### config.mk
export PLATFORM = sky130hd
export DESIGN_NAME = deque_push_both_pop_front_top
export DESIGN_NICKNAME = d
export VERILOG_FILES = /design/src/rtl/dqpf_pkg.sv /design/src/rtl/dqpf_ram.sv /design/src/rtl/dqpf_ctrl.sv /design/src/rtl/deque_push_both_pop_front_top.sv
export SDC_FILE = /design/constraint.sdc
export NUM_CORES = 1
export LEC_CHECK = 0
export BUFFER_PORTS_ARGS = -buffer_cell sky130_fd_sc_hd__buf_2
export CORE_AREA = 2 2 219 264
export CTS_CLUSTER_DIAMETER = 50
export CTS_CLUSTER_SIZE = 12
export DETAILED_ROUTE_END_ITERATION = 10
export DIE_AREA = 0 0 221 266
export SETUP_SLACK_MARGIN = 0.2
export SLEW_MARGIN = 20
export SYNTH_ARGS = -nofsm -noshare
export SYNTH_HDL_FRONTEND = slang
export SYNTH_SLANG_ARGS = --single-unit
### constraint.sdc
create_clock -name clk -period 11.7 [get_ports clk]
set_clock_uncertainty 0.1 [all_clocks]
set_input_delay 0.585 -clock clk [delete_from_list [all_inputs] [get_ports clk]]
set_output_delay 0.585 -clock clk [all_outputs]
set_load 0.01 [all_outputs]
### src/rtl/dqpf_pkg.sv
`timescale 1ns / 1ps
`default_nettype none

package dqpf_pkg;

	localparam int unsigned CMD_W    = 2;
	localparam int unsigned STATUS_W = 2;
	localparam int unsigned PORT_W   = 32;
	localparam int unsigned OCC_W    = 5;
	localparam int unsigned COUNT_W  = 32;

	typedef enum logic [CMD_W-1:0] {
		CMD_PUSH_TAIL = 2'd0,
		CMD_PUSH_HEAD = 2'd1,
		CMD_POP_HEAD  = 2'd2,
		CMD_PEEK      = 2'd3
	} cmd_t;

	typedef enum logic [STATUS_W-1:0] {
		ST_OK    = 2'd0,
		ST_EMPTY = 2'd1,
		ST_FULL  = 2'd2,
		ST_ZERO  = 2'd3
	} status_t;

	// result control handed from the pointer logic to the output side
	typedef struct packed {
		logic    valid;
		status_t status;
		logic    pop;
	} res_t;

endpackage

`default_nettype wire

### src/rtl/dqpf_ram.sv
`timescale 1ns / 1ps
`default_nettype none

module dqpf_ram #(
	parameter int unsigned WIDTH = 32,
	parameter int unsigned DEPTH = 16
) (
	input  wire logic                     clk,
	input  wire logic                     we,
	input  wire logic [$clog2(DEPTH)-1:0] waddr,
	input  wire logic [WIDTH-1:0]         wdata,
	input  wire logic                     re,
	input  wire logic [$clog2(DEPTH)-1:0] raddr,
	output logic      [WIDTH-1:0]         rdata
);

	logic [WIDTH-1:0] mem_q [DEPTH];

	always_ff @(posedge clk) begin
		if (we) begin
			mem_q[waddr] <= wdata;
		end
		if (re) begin
			rdata <= mem_q[raddr];
		end
	end

endmodule

`default_nettype wire

### src/rtl/dqpf_ctrl.sv
`timescale 1ns / 1ps
`default_nettype none

module dqpf_ctrl #(
	parameter int unsigned DEPTH = 16,
	parameter int unsigned IW    = 32
) (
	input  wire logic                        clk,
	input  wire logic                        arst_n,
	input  wire logic                        accept,
	input  wire dqpf_pkg::cmd_t              command,
	input  wire logic [IW-1:0]               item,
	output logic                             mem_we,
	output logic [$clog2(DEPTH)-1:0]         mem_waddr,
	output logic                             mem_re,
	output logic [$clog2(DEPTH)-1:0]         mem_raddr,
	output dqpf_pkg::res_t                   res,
	output logic [$clog2(DEPTH+1)-1:0]       fill,
	output logic [dqpf_pkg::COUNT_W-1:0]     cnt_in,
	output logic [dqpf_pkg::COUNT_W-1:0]     cnt_out
);

	import dqpf_pkg::*;

	localparam int unsigned AW = $clog2(DEPTH);
	localparam int unsigned FW = $clog2(DEPTH + 1);
	localparam int unsigned SW = AW + 1;

	logic [AW-1:0]      head_q, head_d;
	logic [FW-1:0]      fill_q, fill_d;
	logic [COUNT_W-1:0] cnt_in_q, cnt_out_q;
	logic               push_ok, pop_ok;
	status_t            status_d;
	logic [SW-1:0]      tail_sum;
	logic [AW-1:0]      tail_idx, head_dec, head_inc;
	logic               is_full, is_empty, item_zero;
	res_t               res_s1;

	assign is_full   = (fill_q == FW'(DEPTH));
	assign is_empty  = (fill_q == '0);
	assign item_zero = (item == '0);

	// ring arithmetic without a divider: sum stays below twice the depth
	assign tail_sum = SW'(head_q) + SW'(fill_q);
	assign tail_idx = (tail_sum >= SW'(DEPTH)) ? AW'(tail_sum - SW'(DEPTH)) : AW'(tail_sum);
	assign head_dec = (head_q == '0) ? AW'(DEPTH - 1) : AW'(head_q - 1'b1);
	assign head_inc = (head_q == AW'(DEPTH - 1)) ? '0 : AW'(head_q + 1'b1);

	always_comb begin
		push_ok   = 1'b0;
		pop_ok    = 1'b0;
		status_d  = ST_OK;
		head_d    = head_q;
		fill_d    = fill_q;
		mem_waddr = tail_idx;
		unique case (command)
			CMD_PUSH_TAIL, CMD_PUSH_HEAD: begin
				if (item_zero) begin
					status_d = ST_ZERO;
				end else if (is_full) begin
					status_d = ST_FULL;
				end else begin
					push_ok = 1'b1;
					fill_d  = fill_q + 1'b1;
					if (command == CMD_PUSH_HEAD) begin
						head_d    = head_dec;
						mem_waddr = head_dec;
					end
				end
			end
			CMD_POP_HEAD: begin
				if (is_empty) begin
					status_d = ST_EMPTY;
				end else begin
					pop_ok = 1'b1;
					head_d = head_inc;
					fill_d = fill_q - 1'b1;
				end
			end
			CMD_PEEK: begin
				status_d = ST_OK;
			end
			default: begin
				status_d = ST_OK;
			end
		endcase
	end

	assign mem_we    = accept && push_ok;
	assign mem_re    = accept && pop_ok;
	assign mem_raddr = head_q;

	always_ff @(posedge clk or negedge arst_n) begin
		if (!arst_n) begin
			head_q    <= '0;
			fill_q    <= '0;
			cnt_in_q  <= '0;
			cnt_out_q <= '0;
			res_s1    <= '{valid: 1'b0, status: ST_OK, pop: 1'b0};
		end else begin
			res_s1.valid <= accept;
			if (accept) begin
				head_q        <= head_d;
				fill_q        <= fill_d;
				res_s1.status <= status_d;
				res_s1.pop    <= pop_ok;
				if (push_ok) begin
					cnt_in_q <= cnt_in_q + 1'b1;
				end
				if (pop_ok) begin
					cnt_out_q <= cnt_out_q + 1'b1;
				end
			end
		end
	end

	assign res     = res_s1;
	assign fill    = fill_q;
	assign cnt_in  = cnt_in_q;
	assign cnt_out = cnt_out_q;

endmodule

`default_nettype wire

### src/rtl/deque_push_both_pop_front_top.sv
`timescale 1ns / 1ps
`default_nettype none

// channel   | ports                                            | handshake
// ----------+--------------------------------------------------+---------------------------
// command   | command[1:0], item_in[31:0]                      | start high, busy low
// result    | status[1:0], item_out[31:0], not_empty,          | done strobe, one cycle,
//           | occupancy[4:0], count_in[31:0], count_out[31:0]  | no back pressure
//
// one transaction per clock; every result appears on done in the cycle
// after its command, the delay being the registered read of the slot ram
// busy stays low: a pop that follows a push to the same slot reads after
// the write edge, so no interlock is needed
// reset clears head, fill and both counters at once; the slot ram needs no
// clearing pass since no slot is read before it is written
// the receiver cannot stall, so results are never held back

module deque_push_both_pop_front_top #(
	parameter int unsigned DEPTH      = 16,
	parameter int unsigned ITEM_WIDTH = 32
) (
	input  wire logic                           clk,
	input  wire logic                           arst_n,
	input  wire logic                           start,
	output logic                                busy,
	input  wire logic [dqpf_pkg::CMD_W-1:0]     command,
	input  wire logic [dqpf_pkg::PORT_W-1:0]    item_in,
	output logic                                done,
	output logic [dqpf_pkg::STATUS_W-1:0]       status,
	output logic [dqpf_pkg::PORT_W-1:0]         item_out,
	output logic                                not_empty,
	output logic [dqpf_pkg::OCC_W-1:0]          occupancy,
	output logic [dqpf_pkg::COUNT_W-1:0]        count_in,
	output logic [dqpf_pkg::COUNT_W-1:0]        count_out
);

	import dqpf_pkg::*;

	// items live in the low bits of the 32-bit port word
	localparam int unsigned IW = (ITEM_WIDTH > PORT_W) ? PORT_W : ITEM_WIDTH;
	localparam int unsigned AW = $clog2(DEPTH);
	localparam int unsigned FW = $clog2(DEPTH + 1);

	logic          accept;
	logic          mem_we, mem_re;
	logic [AW-1:0] mem_waddr, mem_raddr;
	logic [IW-1:0] item_trim;
	logic [IW-1:0] rdata;
	res_t          res;
	logic [FW-1:0] fill;

	// no stall source inside the block
	assign busy      = 1'b0;
	assign accept    = start && !busy;
	assign item_trim = item_in[IW-1:0];

	dqpf_ctrl #(
		.DEPTH (DEPTH),
		.IW    (IW)
	) u_ctrl (
		.clk       (clk),
		.arst_n    (arst_n),
		.accept    (accept),
		.command   (cmd_t'(command)),
		.item      (item_trim),
		.mem_we    (mem_we),
		.mem_waddr (mem_waddr),
		.mem_re    (mem_re),
		.mem_raddr (mem_raddr),
		.res       (res),
		.fill      (fill),
		.cnt_in    (count_in),
		.cnt_out   (count_out)
	);

	// ring of slots, written on a successful push, read at the head on a pop
	dqpf_ram #(
		.WIDTH (IW),
		.DEPTH (DEPTH)
	) u_slots (
		.clk   (clk),
		.we    (mem_we),
		.waddr (mem_waddr),
		.wdata (item_trim),
		.re    (mem_re),
		.raddr (mem_raddr),
		.rdata (rdata)
	);

	// result side: fill and counters already hold the post-command values
	assign done      = res.valid;
	assign status    = res.status;
	assign item_out  = res.pop ? PORT_W'(rdata) : '0;
	assign not_empty = (fill != '0);
	assign occupancy = OCC_W'(fill);

	// a result only follows an accepted command
	a_done_follows_accept: assert property (@(posedge clk) disable iff (!arst_n)
		done |-> $past(accept))
		else $error("result without accepted command");

	// the queue never holds more than its depth
	a_fill_bound: assert property (@(posedge clk) disable iff (!arst_n)
		fill <= FW'(DEPTH))
		else $error("fill beyond depth");

	// a full refusal is reported only when the ring is full
	a_full_status: assert property (@(posedge clk) disable iff (!arst_n)
		(done && res.status == ST_FULL) |-> (fill == FW'(DEPTH)))
		else $error("full status with free slots");

	// a successful pop advances the pop counter by one
	a_pop_count: assert property (@(posedge clk) disable iff (!arst_n)
		(done && res.pop) |-> (count_out == $past(count_out) + 1'b1))
		else $error("pop counter mismatch");

endmodule

`default_nettype wire
Yosys cells after proc, flatten, opt, wreduce, memory -nomap -nowiden
Memory sizes are Yosys's and may differ from the RTL's. A register that Yosys moved wholly into a read port is not among the register bits.
Index checks and enable logic that the tools add are counted.
- word-level logic and storage cells: 67
- input bits: 37
- memory bits (writable): 512
- output and inout port bits: 106
- memories: 1
- register bits: 77
- memories (memory ; words ; bits a word ; rd ports ; clocked after Yosys merged registers in ; write ports ; line ; source):
    u_slots.mem_q ; 16 ; 32 ; 1 ; 1 ; 1 ; dqpf_ram.sv:17 ; logic [WIDTH-1:0] mem_q [DEPTH];
- $lt $le $gt $ge: 1
- equality and inequality tests: 9
- $add $sub $neg: 8
- reductions and logical operators: 13
- multiplexer cells: 28
- operators by type and width (cell ; count):
    adder 32 x 1 -> 32 bit, second input constant ; 2
    two-way mux 4 bit ; 11
    logical NOT 32 bit ; 1
    two-way mux 32 bit ; 1
    two-way mux 5 bit ; 3
    case mux 5 bit (2 select lines) ; 1
    two-way mux 1 bit ; 8
    case mux 4 bit (2 select lines) ; 1
    subtractor 4 x 1 -> 4 bit, second input constant ; 2
    inequality test 2 bit, second input constant ; 3
    case mux 2 bit (3 select lines) ; 1
    AND reduction 6 bit ; 1
    adder 4 x 5 -> 5 bit ; 1
    adder 5 x 1 -> 5 bit, second input constant ; 1
    equality test 5 bit, second input constant ; 1
    >= comparator 5 bit, second input constant ; 1
    logical NOT 5 bit ; 1
    AND reduction 5 bit ; 1
    nonzero test 5 bit ; 1
    subtractor 5 x 1 -> 5 bit, second input constant ; 1
    adder 4 x 1 -> 4 bit, second input constant ; 1
    equality test 2 bit, second input constant ; 2
    equality test 4 bit, second input constant ; 1
    logical NOT 4 bit ; 1
    other kinds (8) ; 11

Depth between registers and ports, before layout
Gate-level depths: netlist of the first run.
- depth in word-level cells: 7
- depth in mapped cells: 10
- depth with buffers taken out: 8

Hierarchy
A second synthesis of the first run with hierarchy kept.
- cell total of the unflattened synthesis: 1267
- area total of the unflattened synthesis: 24528.5 um2
- modules (own cells, without submodules) (module ; instances ; cells an instance ; area each (um2) ; sequential area each (um2)):
    dqpf_ram ; 1 ; 838 ; 20155.6 ; 16335.7
    dqpf_ctrl ; 1 ; 389 ; 4093.9 ; 1926.8
    deque_push_both_pop_front_top ; 1 ; 40 ; 279.0 ; 0.0

Worst setup path before layout of the first run
OpenSTA, ideal clock, no wires.
- path kind: flip-flop to flip-flop
- start: reg u_ctrl.head_q[0], in the netlist u_ctrl.mem_raddr[0]
- end: mem u_slots.mem_q[12][0], enable pin
- period minus slack after synthesis: 4.045 ns
- arrival time: 3.524 ns
- setup time: 0.421 ns
- setup slack: 7.655 ns
- required time: 11.179 ns
- buffers on the path: 3
- cell stages (with the launch flop): 11
- path through: dfrtp_1 -> buf_2 -> buf_2 -> buf_4 -> inv_1 -> ha_1 -> o21ba_2 -> o31ai_1 -> nand2_1 -> mux2_2 -> nor2_1
- word-level cells in the longest chain between the ends: 7
- elaborated cells between the ends (all ways): 11
- those cells by class: add/sub: 3; order compare: 1; mux: 6; reduce/logical: 1
- ends and longest elaborated chain (element ; line ; source):
    start: declaration ; dqpf_ctrl.sv:29 ; logic [AW-1:0] head_q, head_d;
    start signal: assignment ; dqpf_ctrl.sv:95 ; head_q <= '0;
    start signal: assignment ; dqpf_ctrl.sv:103 ; head_q <= head_d;
    adder 4 x 5 -> 5 bit ; dqpf_ctrl.sv:44 ; assign tail_sum = SW'(head_q) + SW'(fill_q);
    subtractor 4 x 1 -> 4 bit / >= comparator 5 bit (equally long branches) ; dqpf_ctrl.sv:45 ; assign tail_idx = (tail_sum >= SW'(DEPTH)) ? AW'(tail_sum - SW'(DEPTH)) : AW'(tail_sum);
    two-way mux 4 bit ; dqpf_ctrl.sv:45 ;
    two-way mux 4 bit ; dqpf_ctrl.sv:65 ; if (command == CMD_PUSH_HEAD) begin
    two-way mux 4 bit ; dqpf_ctrl.sv:60 ; end else if (is_full) begin
    two-way mux 4 bit ; dqpf_ctrl.sv:58 ; if (item_zero) begin
    two-way mux 4 bit (*) ; dqpf_ctrl.sv:56 ; unique case (command)
    end: declaration ; dqpf_ram.sv:17 ;
Mark *: on every way between the ends. The rest lies on a longest branch, timed or not.

Final worst setup path of the first run
- start: reg u_ctrl.head_q[1], in the netlist u_ctrl.mem_raddr[1]
- end: mem u_slots.mem_q[0][3], enable pin
Same word-level chain as after synthesis.

==> metrics.yaml, run 1 <==
min_path:
  worstHoldStart: "start"
  hp-class: "input port to flop"
yosys:
  syn-num-nets: 1462
  ys_types: 69
  syn_area_um2: 25000
  synth_seq_cells: 621
  ys.flop_type: "edfxtp_1"
  syn_area_per_cell_um2: 17.7
  async_reset_ff_share_pct: 12.4
  yosysWarningCount: 0
  synth_enable_flop_cells: 544
  syn-instance-count: 1413
  ys_seq_area_share_pct: 72.9
clock_network:
  cts_buffer_depth: 3
  clock_latency_ns: 0.63
  clock-sinks: 621
  cts_tree: "done"
  cts_buffers: 61
  postCtsSetupBuffers: 0
  cts_resized: 0
  clock-root-buffer: "clkbuf_16"
  clk_pin_slew_ns: 0.06
  ctsHtreeMaxLevel: 2
  cts-hold-fix-buffers: 0
grt:
  grt_start_max_net_pins: 78
  grt_pass1_wl_um: 85200
  antenna_found_initial: 2
  grt_usage_pct: 19.1
  grt_pass1_vias: 13600
  grt-ovfl-total: 0
timing:
  maxSlewViolCount: 0
  fin_crit_sh_pct: 37.6
  fmax_ghz: 0.227
  final.setup.tns_ns: 0
  worst_slew_pin_slew_ns: 1.03
  finalHoldViolCount: 0
  rsz0062_at_grt: "false"
  relSlewSlack_pct: 31.5
  final-setup-viol-count: 0
  layout_min_cycle_time_ns: 4.40
setup_path:
  r2r-start: "u_ctrl.mem_raddr[1]"
  max_stage_delay_ns: 0.86
  startpoint_type: "flop"
  rrSetupSlack_ns: 7.30
  crit_type: "flop to flop"
  cp_slowest_cell: "dfrtp_2"
  crit_chain: "clkinv_1 > fa_1 > nand2_1 > o22ai_1 > nand3_1 > nor2_4 > buf_4"
  crit_required_ns: 11.91
  worstPathArrival_ns: 4.61
  cp_top_family: "simple AND/OR/NAND/NOR gates"
  critPathLaunch: "u_ctrl.mem_raddr[1]"
  crit_fanout: 27
  crit_buf_inv: 2
  cp-end-kind: "flop"
route:
  wirelength_um: 56300
  viasPerCell: 5.72
  top_layer: "met4"
  postRouteAntennaNets: 0
  route.detailed.drc: 0
  wl_per_cell_um: 24.0
  first_iter_violations: 1168
  vias: 13400
  firstDrtPassIters: 5
  met3_length_um: 2740
  drt-met1-wl_um: 24300
  route.met2.wl_um: 28200
power_and_ir_drop:
  ir_drop_uv: 118
  p_leak_uw: 0.0101
  power_density_nw_per_um2: 223
finish:
  final_util_pct: 50.3
  num-nets-final: 1625
  area_delta_synth_final_pct: 13.7
  n_fill_cell: 4601
  final_common_cell: "edfxtp_1"
  final_cell_mix: "edfxtp_1, buf_2, mux2i_1"
  drive_gt1_share_pct: 22.7
floorplanning:
  dieArea_um2: 58800
  initial_core_util_pct: 44.3
  core_area_um2: 56600
  die_w_um: 221
  die_h_um: 266
  row_count: 96
  io_pins: 143
status:
  status: "finished, final reports clean"
placement:
  hpwl_um: 31800
  io_buffers: 141
  gp_congestion: 0.802
job:
  drv_cap: 0
==> per-stage QoR <==
step | std cells | total power (µW) | cell area [µm²] | hold WS, ns | setup WS, ns
after CTS | 2338 | 6430 | 28400 | 0.0394 | 7.25
after detailed placement | 2246 | 4610 | 26700 | 0.358 | 7.26
after global routing | 2340 | 6660 | 28500 | 0.0559 | 7.06
final | 2342 | 6360 | 28500 | 0.0612 | 7.30
after floorplan | 1413 | 4020 | 25000 | 0.189 | 7.66
after global placement | 2246 | 4580 | 26700 | 0.355 | 7.33
==> layer usage <==
layer,vias to the layer above,GRT usage [%]
met4,0,5.75
met1,7005,25.8
li1,5938,-
met3,72,2.80
met5,-,0
met2,382,32.1
==> power by group <==
group	total (µW)	switching [µW]	internal, µW
sequential	2880	181	2690
clock	1810	801	1010
combinational	1670	1010	669
==> worst register-to-register path: stages, from the launching register on <==
cell and delay (ns):
dfrtp_2 0.86, clkinv_1 0.65, fa_1 0.78, nand2_1 0.07
o22ai_1 0.18, nand3_1 0.35, nor2_4 0.69, buf_4 0.41
==> worst paths after layout <==
check                                       to  cells after the start
max reg2reg                u_slots.mem_q[0][3]                      7
max in group asynchronous  u_ctrl.mem_raddr[0]                      2
min                              u_ctrl.res[3]                      1
min in group asynchronous    u_ctrl.cnt_in[30]                      2
max                        u_slots.mem_q[0][3]                      7
min reg2reg                 u_ctrl.cnt_out[31]                      1
==> sequential cells by signal (all words and copies together) (netlist names) <==
register          count
u_slots.rdata        32
u_ctrl.fill           5
u_ctrl.res            4
u_slots.mem_q       512
u_ctrl.cnt_in        32
u_ctrl.cnt_out       32
u_ctrl.mem_raddr      4
==> Yosys cell counts (3+ instances only) <==
master | count | area [µm²]
nor4_4 | 5 | 106
clkbuf_1 | 33 | 124
mux4_2 | 66 | 1490
and3_1 | 6 | 37.5
and4_1 | 5 | 43.8
nor3_1 | 18 | 90.1
nor4_2 | 5 | 62.6
nor4_1 | 13 | 81.3
a21oi_1 | 10 | 50.1
nand2b_1 | 4 | 25.0
ha_1 | 10 | 125
nand2_1 | 67 | 251
buf_2 | 24 | 120
nand3_1 | 17 | 85.1
xnor2_1 | 40 | 350
buf_4 | 10 | 75.1
nand3_2 | 3 | 30.0
nor2_1 | 37 | 139
xor2_1 | 33 | 289
edfxtp_1 | 544 | 16300
nand4_1 | 17 | 106
a22oi_1 | 31 | 233
mux2_2 | 6 | 67.6
o21ai_0 | 38 | 190
a221oi_1 | 62 | 543
inv_1 | 17 | 63.8
buf_6 | 3 | 33.8
dfrtp_1 | 77 | 1930
and2_1 | 35 | 219
mux2i_1 | 130 | 1300
==> kinds of logic after synthesis <==
logic type      after synthesis  synth area share [%]
xor+xnor                     73                  2.55
mux                         202                  11.4
compound gates              162                  4.78
simple gates                251                  5.93
fa+ha+maj                    12                 0.660
buf+inv                      91                  1.73
other cells                   1                0.0150
flops                       621                  72.9
==> layout make-up <==
class | count | area (µm²) | area share, %
Sequential cell | 621 | 18300 | 64.1
Timing Repair Buffer | 171 | 960 | 3.37
Clock buffer | 82 | 1630 | 5.71
Tap cell | 735 | 920 | 3.23
Inverter | 20 | 77.6 | 0.272
Antenna cell | 2 | 5.00 | 0.0176
Multi-Input combinational cell | 701 | 6490 | 22.8
Clock inverter | 10 | 138 | 0.483
Note: power is estimated with default switching activity, not from simulation.
==> run 2: changes to the inputs <==
==> constraint.sdc (replaced) <==
create_clock -name clk -period 4 [get_ports clk]
set_clock_uncertainty 0.1 [all_clocks]
set_input_delay 0.2 -clock clk [delete_from_list [all_inputs] [get_ports clk]]
set_output_delay 0.2 -clock clk [all_outputs]
set_load 0.01 [all_outputs]
==> run 2 against run 1 <==
Compared with the run above: global-route usage up 0.36 points; design area up 1.9%; clock power rose to 2.8 times the previous value; largest cell class unchanged; hold slack better by 0.029 ns; worst setup slack worse by 6.9 ns; combinational power grew to 3.2 times the previous value; largest power group unchanged; highest routed layer unchanged; first-iteration DRC count increased by 9.5%; non-clock buffer count is 49 higher; register-to-register slack got worse by 6.7 ns.
==> metrics.yaml, run 2 (synthesis gave the netlist of run 1 again) <==
timing:
  relSlewSlack_pct: 14.6
  fin_ws_ns: 0.429
  maxSlewViolCount: 0
  finalHoldViolCount: 0
  final.setup.tns_ns: 0
  layout_min_cycle_time_ns: 3.57
  worst_slew_pin_slew_ns: 1.28
  fin_crit_sh_pct: 89.3
  final-setup-viol-count: 0
  fmax_ghz: 0.280
  hold_ws_ns: 0.0903
  rsz0062_at_grt: "false"
clock_network:
  clock-root-buffer: "clkbuf_16"
  cts-hold-fix-buffers: 36
  clock_latency_ns: 0.63
  clock-sinks: 621
  cts_buffer_depth: 3
  clk_pin_slew_ns: 0.06
  cts_tree: "done"
  ctsHtreeMaxLevel: 2
  cts_resized: 0
  postCtsSetupBuffers: 0
  cts_buffers: 60
floorplanning:
  initial_core_util_pct: 44.3
  die_w_um: 221
  row_count: 96
  core_area_um2: 56600
  die_h_um: 266
  dieArea_um2: 58800
  io_pins: 143
grt:
  grt_usage_pct: 19.4
  grt_pass1_wl_um: 86000
  grt_pass1_vias: 13600
  antenna_found_initial: 1
  grt-ovfl-total: 0
  grt_start_max_net_pins: 127
placement:
  hpwl_um: 33000
  gp_congestion: 0.816
  dp_slack_ns: 0.244
  place_inst: 2261
  io_buffers: 141
setup_path:
  startpoint_type: "input port"
  crit_fanout: 23
  worstPathArrival_ns: 3.83
  crit_required_ns: 4.26
  cp-end-kind: "flop"
  crit_type: "input port to flop"
route:
  firstDrtPassIters: 7
  first_iter_violations: 1279
  wl_per_cell_um: 24.0
  vias: 13500
  viasPerCell: 5.65
  postRouteAntennaNets: 0
  wirelength_um: 57300
  route.detailed.drc: 0
min_path:
  hp-class: "input port to async pin"
finish:
  area_delta_synth_final_pct: 15.9
  final_common_cell: "edfxtp_1"
  top_register: "u_slots.mem_q"
  final_cell_mix: "edfxtp_1, buf_2, mux2i_1"
  fin_cells: 2388
  largest_reg_flops: 512
  n_fill_cell: 4580
  drive_gt1_share_pct: 23.0
  num-nets-final: 1673
  final_util_pct: 51.3
status:
  status: "finished, final reports clean"
job:
  drv_cap: 0
power_and_ir_drop:
  ir_drop_uv: 593
  power_density_nw_per_um2: 642
  p_leak_uw: 0.0103
## run 2: cell type report
| class | instances | area (µm²) | share of cell area [%] |
|---|---|---|---|
| inverters | 20 | 77.6 | 0.267 |
| repair buffers | 220 | 1580 | 5.45 |
| clock inverters | 11 | 123 | 0.422 |
| clock buffers | 78 | 1570 | 5.40 |
| diodes | 2 | 5.00 | 0.0172 |
| flip-flops and latches | 621 | 18300 | 62.9 |
| multi-input cells | 701 | 6490 | 22.3 |
| well taps | 735 | 920 | 3.17 |
## run 2: critical path: stages
cell and delay, ns:
dlygate4sd3_1 0.53, buf_2 0.23, nor4_1 0.70, nand4_1 0.36, o211ai_1 0.50, mux2i_1 0.78, nor2_4 0.23, buf_12 0.27
## run 2: per-layer routing
layer | GRT usage (%) | routed length [µm] | up-vias
met5 | 0 | 0 | -
met4 | 5.57 | 1240 | 0
met3 | 3.30 | 3100 | 80
met2 | 32.6 | 28200 | 410
met1 | 26.2 | 24700 | 6980
li1 | - | - | 6034
## run 2: path summary, 6_finish.rpt
| kind | startpoint | end | slack (ns) | depth (start not counted) |
|---|---|---|---|---|
| worst max-delay path | item_in[0] | u_slots.mem_q[7][24] | 0.43 | 8 |
| worst min-delay path | arst_n | u_ctrl.cnt_in[29] | 0.09 | 2 |
| worst max register to register | u_ctrl.mem_raddr[0] | u_slots.mem_q[7][24] | 0.58 | 9 |
| worst min register to register | u_ctrl.cnt_out[31] | u_ctrl.cnt_out[31] | 0.37 | 1 |
| max in group asynchronous | arst_n | u_ctrl.mem_raddr[0] | 3.14 | 2 |
| min in group clk | start | u_ctrl.res[3] | 0.23 | 2 |
## run 2: per-stage QoR
| step | total power, µW | instance area (µm²) |
|---|---|---|
| 6_report | 18600 | 29000 |
| 5_1_grt | 19500 | 29000 |
| 4_1_cts | 18800 | 29000 |
| 3_5_place_dp | 13700 | 27000 |
| 3_3_place_gp | 13600 | 27000 |
| 2_1_floorplan | 11800 | 25000 |
## run 2: power by group
| part | internal (µW) | switching (µW) |
|---|---|---|
| combinational | 2090 | 3260 |
| sequential | 7880 | 304 |
| clock | 2790 | 2320 |
| total | 12800 | 5880 |
==> run 3: changes to the inputs <==
--- a/config.mk
+++ b/config.mk
@@ -6,11 +6,12 @@
 export NUM_CORES = 1
 export LEC_CHECK = 0
 export BUFFER_PORTS_ARGS = -buffer_cell sky130_fd_sc_hd__buf_2
-export CORE_AREA = 2 2 219 264
+export CORE_AREA = 2 2 198 239
 export CTS_CLUSTER_DIAMETER = 50
 export CTS_CLUSTER_SIZE = 12
 export DETAILED_ROUTE_END_ITERATION = 10
-export DIE_AREA = 0 0 221 266
+export DIE_AREA = 0 0 200 241
+export PLACE_DENSITY = 0.75
 export SETUP_SLACK_MARGIN = 0.2
 export SLEW_MARGIN = 20
 export SYNTH_ARGS = -nofsm -noshare
==> run 3 against run 2 <==
Compared with the run above: first-iteration DRC count fell by 10%; sequential cell count is the same; via count increased by 1.3%; count of clock-buffer cells in the layout rose by 2; sequential share of layout area up 0.58 points; maximum frequency is 3.4% higher; critical endpoint is now u_slots.mem_q[14][14]; largest power group unchanged; highest routed layer unchanged.
==> metrics.yaml, run 3 (synthesis gave the netlist of run 1 again) <==
floorplanning:
  io_pins: 143
  die_w_um: 200
  row_count: 86
  initial_core_util_pct: 54.8
  die_h_um: 241
  core_area_um2: 45700
  dieArea_um2: 48200
finish:
  fin_cells: 2262
  final_common_cell: "edfxtp_1"
  multi_input_area_um2: 6490
  drive_gt1_share_pct: 22.5
  final_util_pct: 62.9
  num-nets-final: 1669
  n_fill_cell: 3136
  top_register: "u_slots.mem_q"
  layout.area.seq_um2: 18300
  n_antenna_cell: 0
  largest_reg_flops: 512
  area_delta_synth_final_pct: 14.9
  final_cell_mix: "edfxtp_1, buf_2, mux2i_1"
power_and_ir_drop:
  power.total_uw: 18500
  p_leak_uw: 0.0103
  ir_drop_uv: 570
  power_density_nw_per_um2: 642
placement:
  io_buffers: 141
  dp_slack_ns: 0.493
  place_inst: 2139
  hpwl_um: 31600
  gp_congestion: 0.834
timing:
  worst_slew_pin_slew_ns: 0.986
  layout_min_cycle_time_ns: 3.45
  maxSlewViolCount: 0
  final-setup-viol-count: 0
  finalHoldViolCount: 0
  fin_crit_sh_pct: 86.4
  rsz0062_at_grt: "false"
  fmax_ghz: 0.289
  fin_ws_ns: 0.546
  relSlewSlack_pct: 34.2
grt:
  grt_pass1_wl_um: 82400
  grt_usage_pct: 23.0
  grt_pass1_vias: 13800
  grt-ovfl-total: 0
  antenna_found_initial: 1
  grt_start_max_net_pins: 96
setup_path:
  startpoint_type: "flop"
  crit_type: "flop to flop"
  cp-end-kind: "flop"
  r2r_cells: 9
  r2r-start: "u_ctrl.mem_raddr[1]"
  crit_fanout: 20
  rr_endpoint: "u_slots.mem_q[14][14]"
  rrSetupSlack_ns: 0.55
  crit_required_ns: 4.21
  worstPathArrival_ns: 3.66
route:
  firstDrtPassIters: 6
  route.detailed.drc: 0
  vias: 13700
  postRouteAntennaNets: 0
  wl_per_cell_um: 24.0
  wirelength_um: 54300
  viasPerCell: 6.04
  first_iter_violations: 1148
clock_network:
  clock-root-buffer: "clkbuf_16"
  clock-sinks: 621
  cts_buffer_depth: 3
  cts_tree: "done"
  clock_latency_ns: 0.62
  ctsHtreeMaxLevel: 2
  clk_pin_slew_ns: 0.06
  cts_buffers: 59
job:
  drv_cap: 0
status:
  status: "finished, final reports clean"
min_path:
  hp-class: "input port to async pin"
-- run 3: changes by cell type in the layout (fill, tap and decap cells not counted), sizes merged --
cell and delta:
buf -3, clkinv -5, clkbuf +2, diode -2, clkinvlp -1, inv +2
-- run 3: how the worst max path moves through the flow --
stage,startpoint,to,slack [ns],cells past startpoint
floorplan,u_ctrl.mem_raddr[0],u_slots.mem_q[15][0],-0.04,10
global placement,item_in[1],u_slots.mem_q[14][7],0.63,7
detailed placement,item_in[1],u_slots.mem_q[14][30],0.49,7
CTS,item_in[1],u_slots.mem_q[14][14],0.59,8
global route,u_ctrl.mem_raddr[1],u_slots.mem_q[7][16],0.38,9
finish,u_ctrl.mem_raddr[1],u_slots.mem_q[14][14],0.55,9
-- run 3: stage by stage --
step | hold slack (ns) | setup TNS, ns | area [µm²]
3_3_place_gp | 0.306 | 0 | 26700
2_1_floorplan | -0.196 | -10.39 | 25000
4_1_cts | 0.195 | 0 | 28800
3_5_place_dp | 0.307 | 0 | 26700
5_1_grt | 0.236 | 0 | 28800
6_report | 0.186 | 0 | 28800
-- run 3: critical path, cell delays in order (launching register included) --
cell and delay (ns):
dfrtp_2 0.44, clkinv_1 0.05, buf_4 0.20, ha_1 0.32
o21ba_2 0.20, o31ai_1 0.51, nand2_1 0.12, mux2_2 0.39
nor2_4 0.52, buf_12 0.27
-- run 3: layout make-up --
cell class	instances	area share (%)
clock buffer	80	5.52
clock inverter	7	0.274
inverter	20	0.270
multi-input combinational	701	22.5
sequential	621	63.5
tap	616	2.68
timing repair buffer	217	5.21
-- run 3: routing by layer --
metal / global-route usage, % / wire [µm] / up-vias
met5: 0 / 0 / -
met4: 7.56 / 1520 / 0
met3: 4.97 / 4140 / 105
met2: 38.6 / 27400 / 552
met1: 30.2 / 21300 / 6995
li1: - / - / 6021
-- run 3: timing repair --
item                                   4_1_cts  5_1_grt
hold buffers                                36        0
endpoints found under the hold margin      594        0
gates resized for setup                      0        0
buffers inserted                             0        0
-- run 3: where the power goes --
group          internal [µW]  switching (µW)
Clock                   2800            2240
Combinational           2040            3210
Sequential              7880             290
